$ cat src/hw/rtl/grp_pkg.sv
// shared types and constants of the guillotine rectangle packer
package grp_pkg;

  localparam int unsigned CoordW  = 13;  // x, y and input dimensions
  localparam int unsigned ExtentW = 14;  // stored free-rectangle width and height
  localparam int unsigned CanvasW = 14;  // canvas size on the result ports

  // one free-list entry
  typedef struct packed {
    logic [CoordW-1:0]  x;
    logic [CoordW-1:0]  y;
    logic [ExtentW-1:0] w;
    logic [ExtentW-1:0] h;
    logic               taken;
  } entry_t;

  localparam int unsigned EntryW = $bits(entry_t);

  // controller to datapath
  typedef struct packed {
    logic load;    // capture an input transfer
    logic first;   // first rectangle of a set
    logic scan;    // first-fit search over the free list
    logic grow;    // one canvas doubling
    logic mark;    // mark the chosen entry taken
    logic rem_r;   // append right remainder
    logic rem_b;   // append bottom remainder
    logic finish;  // load the result register
  } cmd_t;

  // datapath to controller
  typedef struct packed {
    logic start;      // item opens a new set
    logic hit;        // search found an entry
    logic miss;       // search exhausted the list
    logic grow_fail;  // doubling would pass the canvas limit
    logic grow_fit;   // new strip takes the rectangle
    logic out_free;   // result register can take a new result
  } status_t;

endpackage

$ cat src/hw/rtl/grp_ctrl.sv
// sequencing state machine of the rectangle packer
module grp_ctrl (
  input  logic             clk_i,
  input  logic             rst_ni,
  input  logic             in_valid_i,
  output logic             in_stall_o,
  input  grp_pkg::status_t st_i,
  output grp_pkg::cmd_t    cmd_o
);

  typedef enum logic [2:0] {
    StIdle,
    StDecide,
    StScan,
    StGrow,
    StMark,
    StRemR,
    StRemB,
    StFin
  } state_e;

  state_e state_q, state_d;

  always_comb begin
    state_d = state_q;
    cmd_o   = '0;
    case (state_q)
      StIdle: begin
        cmd_o.load = in_valid_i;
        if (in_valid_i) state_d = StDecide;
      end
      StDecide: begin
        if (st_i.start) begin
          cmd_o.first = 1'b1;
          state_d     = StFin;
        end else begin
          state_d = StScan;
        end
      end
      StScan: begin
        cmd_o.scan = 1'b1;
        if (st_i.hit) state_d = StMark;
        else if (st_i.miss) state_d = StGrow;
      end
      StGrow: begin
        cmd_o.grow = 1'b1;
        if (st_i.grow_fail) state_d = StFin;
        else if (st_i.grow_fit) state_d = StRemR;
      end
      StMark: begin
        cmd_o.mark = 1'b1;
        state_d    = StRemR;
      end
      StRemR: begin
        cmd_o.rem_r = 1'b1;
        state_d     = StRemB;
      end
      StRemB: begin
        cmd_o.rem_b = 1'b1;
        state_d     = StFin;
      end
      StFin: begin
        if (st_i.out_free) begin
          cmd_o.finish = 1'b1;
          state_d      = StIdle;
        end
      end
      default: state_d = StIdle;
    endcase
  end

  always_ff @(posedge clk_i or negedge rst_ni) begin
    if (!rst_ni) begin
      state_q <= StIdle;
    end else begin
      state_q <= state_d;
    end
  end

  assign in_stall_o = (state_q != StIdle);

endmodule

$ cat config.mk
export PLATFORM = sky130hd
export DESIGN_NAME = grp_ctrl
export DESIGN_NICKNAME = d
export VERILOG_FILES = /design/src/hw/rtl/grp_pkg.sv /design/src/hw/rtl/grp_ctrl.sv
export SDC_FILE = /design/constraint.sdc
export NUM_CORES = 1
export LEC_CHECK = 0
export BUFFER_PORTS_ARGS = -buffer_cell sky130_fd_sc_hd__buf_2
export CAP_MARGIN = 20
export CORE_AREA = 2 2 39 41
export CTS_CLUSTER_SIZE = 24
export DETAILED_ROUTE_END_ITERATION = 6
export DIE_AREA = 0 0 41 43
export PLACE_DENSITY = 0.57
export SLEW_MARGIN = 30
export SYNTH_ARGS = -nofsm -noshare
export SYNTH_HDL_FRONTEND = slang
export SYNTH_SLANG_ARGS = --single-unit
export TNS_END_PERCENT = 50
$ cat constraint.sdc
create_clock -name clk_i -period 2.7 [get_ports clk_i]
set_clock_uncertainty 0.1 [all_clocks]
set_input_delay 0.135 -clock clk_i [delete_from_list [all_inputs] [get_ports clk_i]]
set_output_delay 0.135 -clock clk_i [all_outputs]
set_load 0.02 [all_outputs]
==> impl_metrics.yaml <==
clocking:
  cts-buffers-inserted: 3
  clock-root-buffer: "clkbuf_4"
  cts_tree: "yes"
  htree_levels: 1
  path_clk_slew_ns: 0.04
  worstSkewPairLatency_ns: 0.23
  cts.sinks: 3
  cts.path.max_buffers: 2
cells_and_area:
  top_register: "state_q"
  multi_input_area_um2: 205
  drive_gt1_share_pct: 43.1
  seqCellArea_um2: 75.1
  final_nets: 68
  n_fill_cell: 161
  area_delta_synth_final_pct: 27.2
  layout_common_cells: "buf_2, nor2_1"
  mostFrequentLayoutCell: "buf_2"
  design_area_um2: 433
  final_cells: 74
  largest_reg_flops: 3
  diodes: 0
  reg.largest.list: "state_q (3)"
detailed_routing:
  vias: 346
  drc_errors: 0
  first_pass_iters: 2
  wirelength_um: 724
  drt_first_iter_violations: 2
  wl_per_cell_um: 9.78
  ant_nets: 0
  avgViaCountPerCell: 4.68
synth:
  synthAdderAreaFrac_pct: 0
  synthMuxAreaShare_pct: 0
  ys_seq_elements: 3
  ys_warn_count: 0
  synth_fp_nets: 49
  yosys.area_share.xor_xnor_pct: 0
  synth-async-reset-ratio_pct: 100
  yosys.area.top_type_share_pct: 22.1
  synth_compound_area_share_pct: 26.8
  synth_top_family_by_area: "simple AND/OR/NAND/NOR gates"
  synth_top_area_cell: "dfrtp_1"
  ys_seq_area_share_pct: 22.1
  yosys-top-cells-area: "dfrtp_1, buf_6, nor3b_1, o211ai_1, buf_8"
  synth-simple-area-share_pct: 33.5
  yosys.cell_types.count: 25
  synthesis.area_um2: 340
  synthFlopType: "dfrtp_1"
  syn_inst: 40
  syn_area_per_cell_um2: 8.51
  synth_edf_count: 0
timing:
  hold_viol: 0
  min_period_ns: 1.64
  setup_viol: 0
  max_freq_mhz: 609
  min_period_over_period_pct: 60.9
  max_slew.worst_pin.slew_ns: 0.476
  drv_slew: 0
  rsz0062_at_grt: "false"
  slew_headroom_pct: 68.2
  setup_slack_ns: 1.06
  setup-tns-final_ns: 0
global_routing:
  gr-usage-all-layers_pct: 9.15
  grt_max_degree: 20
  grt_pass1_vias: 298
  grt-ovfl-total: 0
  antenna_found_initial: 0
  grt_pass1_wl_um: 1150
floorplanning:
  row_count: 14
  start_util_pct: 24.6
  core_mm2: 0.00138
  die_area_mm2: 0.00176
  ioPinCount: 18
  die_w_um: 41
  chipHeight_um: 43
place:
  place.gp.congestion: 0.600
  dpl-instance-area_um2: 397
  dp_cells: 69
  hpwlAfterDp_um: 556
  io_buffers: 17
  dp_slack_ns: 1.29
hold_path:
  hp-class: "in -> async"
power:
  seqPwrFrac_pct: 30.0
  clockPowerShare_pct: 17.8
  swShare_pct: 47.8
  internal_power_mw: 0.235
  p_total_mw: 0.449
  p_leak_nw: 0.209
  peakVddDrop_mv: 0.268
  power_switching_mw: 0.215
  power_frac_comb_pct: 52.2
  pwr_density_cell_mw_per_mm2: 1040
status:
  run_status: "completed"
setup_path:
  crit_required_ns: 2.47
  worstPathArrival_ns: 1.41
  reg2reg_to: "state_q[2]"
  startpoint_type: "register"
  reg2reg_slack_ns: 1.28
  crit_type: "reg -> out"
  ff2ff_path_depth: 3
  cp_max_fo: 19
  r2r_start: "state_q[1]"
  end_kind: "output port"
flow_run:
  cap_violations: 0
[worst max-delay path, cell delays in order (launching register included)]
cell and delay, ns:
dfrtp_1 0.54, or3_4 0.40, nor2_2 0.07, buf_2 0.16
[Yosys cell counts (2+ instances only)]
cell      count
buf_6         3
dfrtp_1       3
inv_1         2
nand2_1       3
nor2_1        4
nor3_1        2
nor3b_1       3
o211ai_1      3
[how the worst max path moves through the flow]
stage               start         end  slack (ns)
2_1_floorplan  state_q[1]    cmd_o[6]        1.14
3_3_place_gp   state_q[1]  state_q[2]        1.29
3_5_place_dp   state_q[1]  state_q[2]        1.29
4_1_cts        state_q[1]    cmd_o[7]        1.04
5_1_grt        state_q[1]    cmd_o[7]        0.95
6_report       state_q[1]    cmd_o[7]        1.06
[cells by family (layout without fill, tap and decap cells)]
group | Yosys count | after routing
flip-flops | 3 | 3
AO/OA/AOI/OAI | 11 | 11
AND/OR/NAND/NOR | 19 | 19
buffers and inverters | 7 | 25
[power groups by stage]
stage / logic [mW] / registers, mW / clock network (mW)
finish: 0.234 / 0.135 / 0.0798
global route: 0.261 / 0.144 / 0.0892
CTS: 0.238 / 0.136 / 0.0824
detailed placement: 0.236 / 0.137 / 0
global placement: 0.235 / 0.136 / 0
floorplan: 0.286 / 0.0801 / 0
[layout make-up]
type,count,area share (%)
inverters,3,2.60
flip-flops and latches,3,17.3
repair buffers,18,22.0
multi-input cells,30,47.4
clock buffers,4,6.07
well taps,16,4.62
[what timing repair did]
| action | CTS | global route |
|---|---|---|
| resized for setup | 0 | 0 |
| hold endpoints to repair | 3 | 0 |
| buffers inserted | 0 | 0 |
| hold buffers | 1 | 0 |
[stage by stage]
step	util, %	hold slack [ns]
floorplan	-	-0.261
global placement	28.7	-0.167
detailed placement	28.7	-0.166
CTS	31.3	0.127
global route	31.3	0.137
finish	31.3	0.129
[routing by layer]
layer  routed length [um]  GRT usage [%]  vias up
li1                     -              -      179
met1                  303           10.3      156
met5                    0              0        -
met4                    0           4.00        0
met2                  370           15.6       11
met3                   49           1.57        0
(Power assumes the default switching activity.)
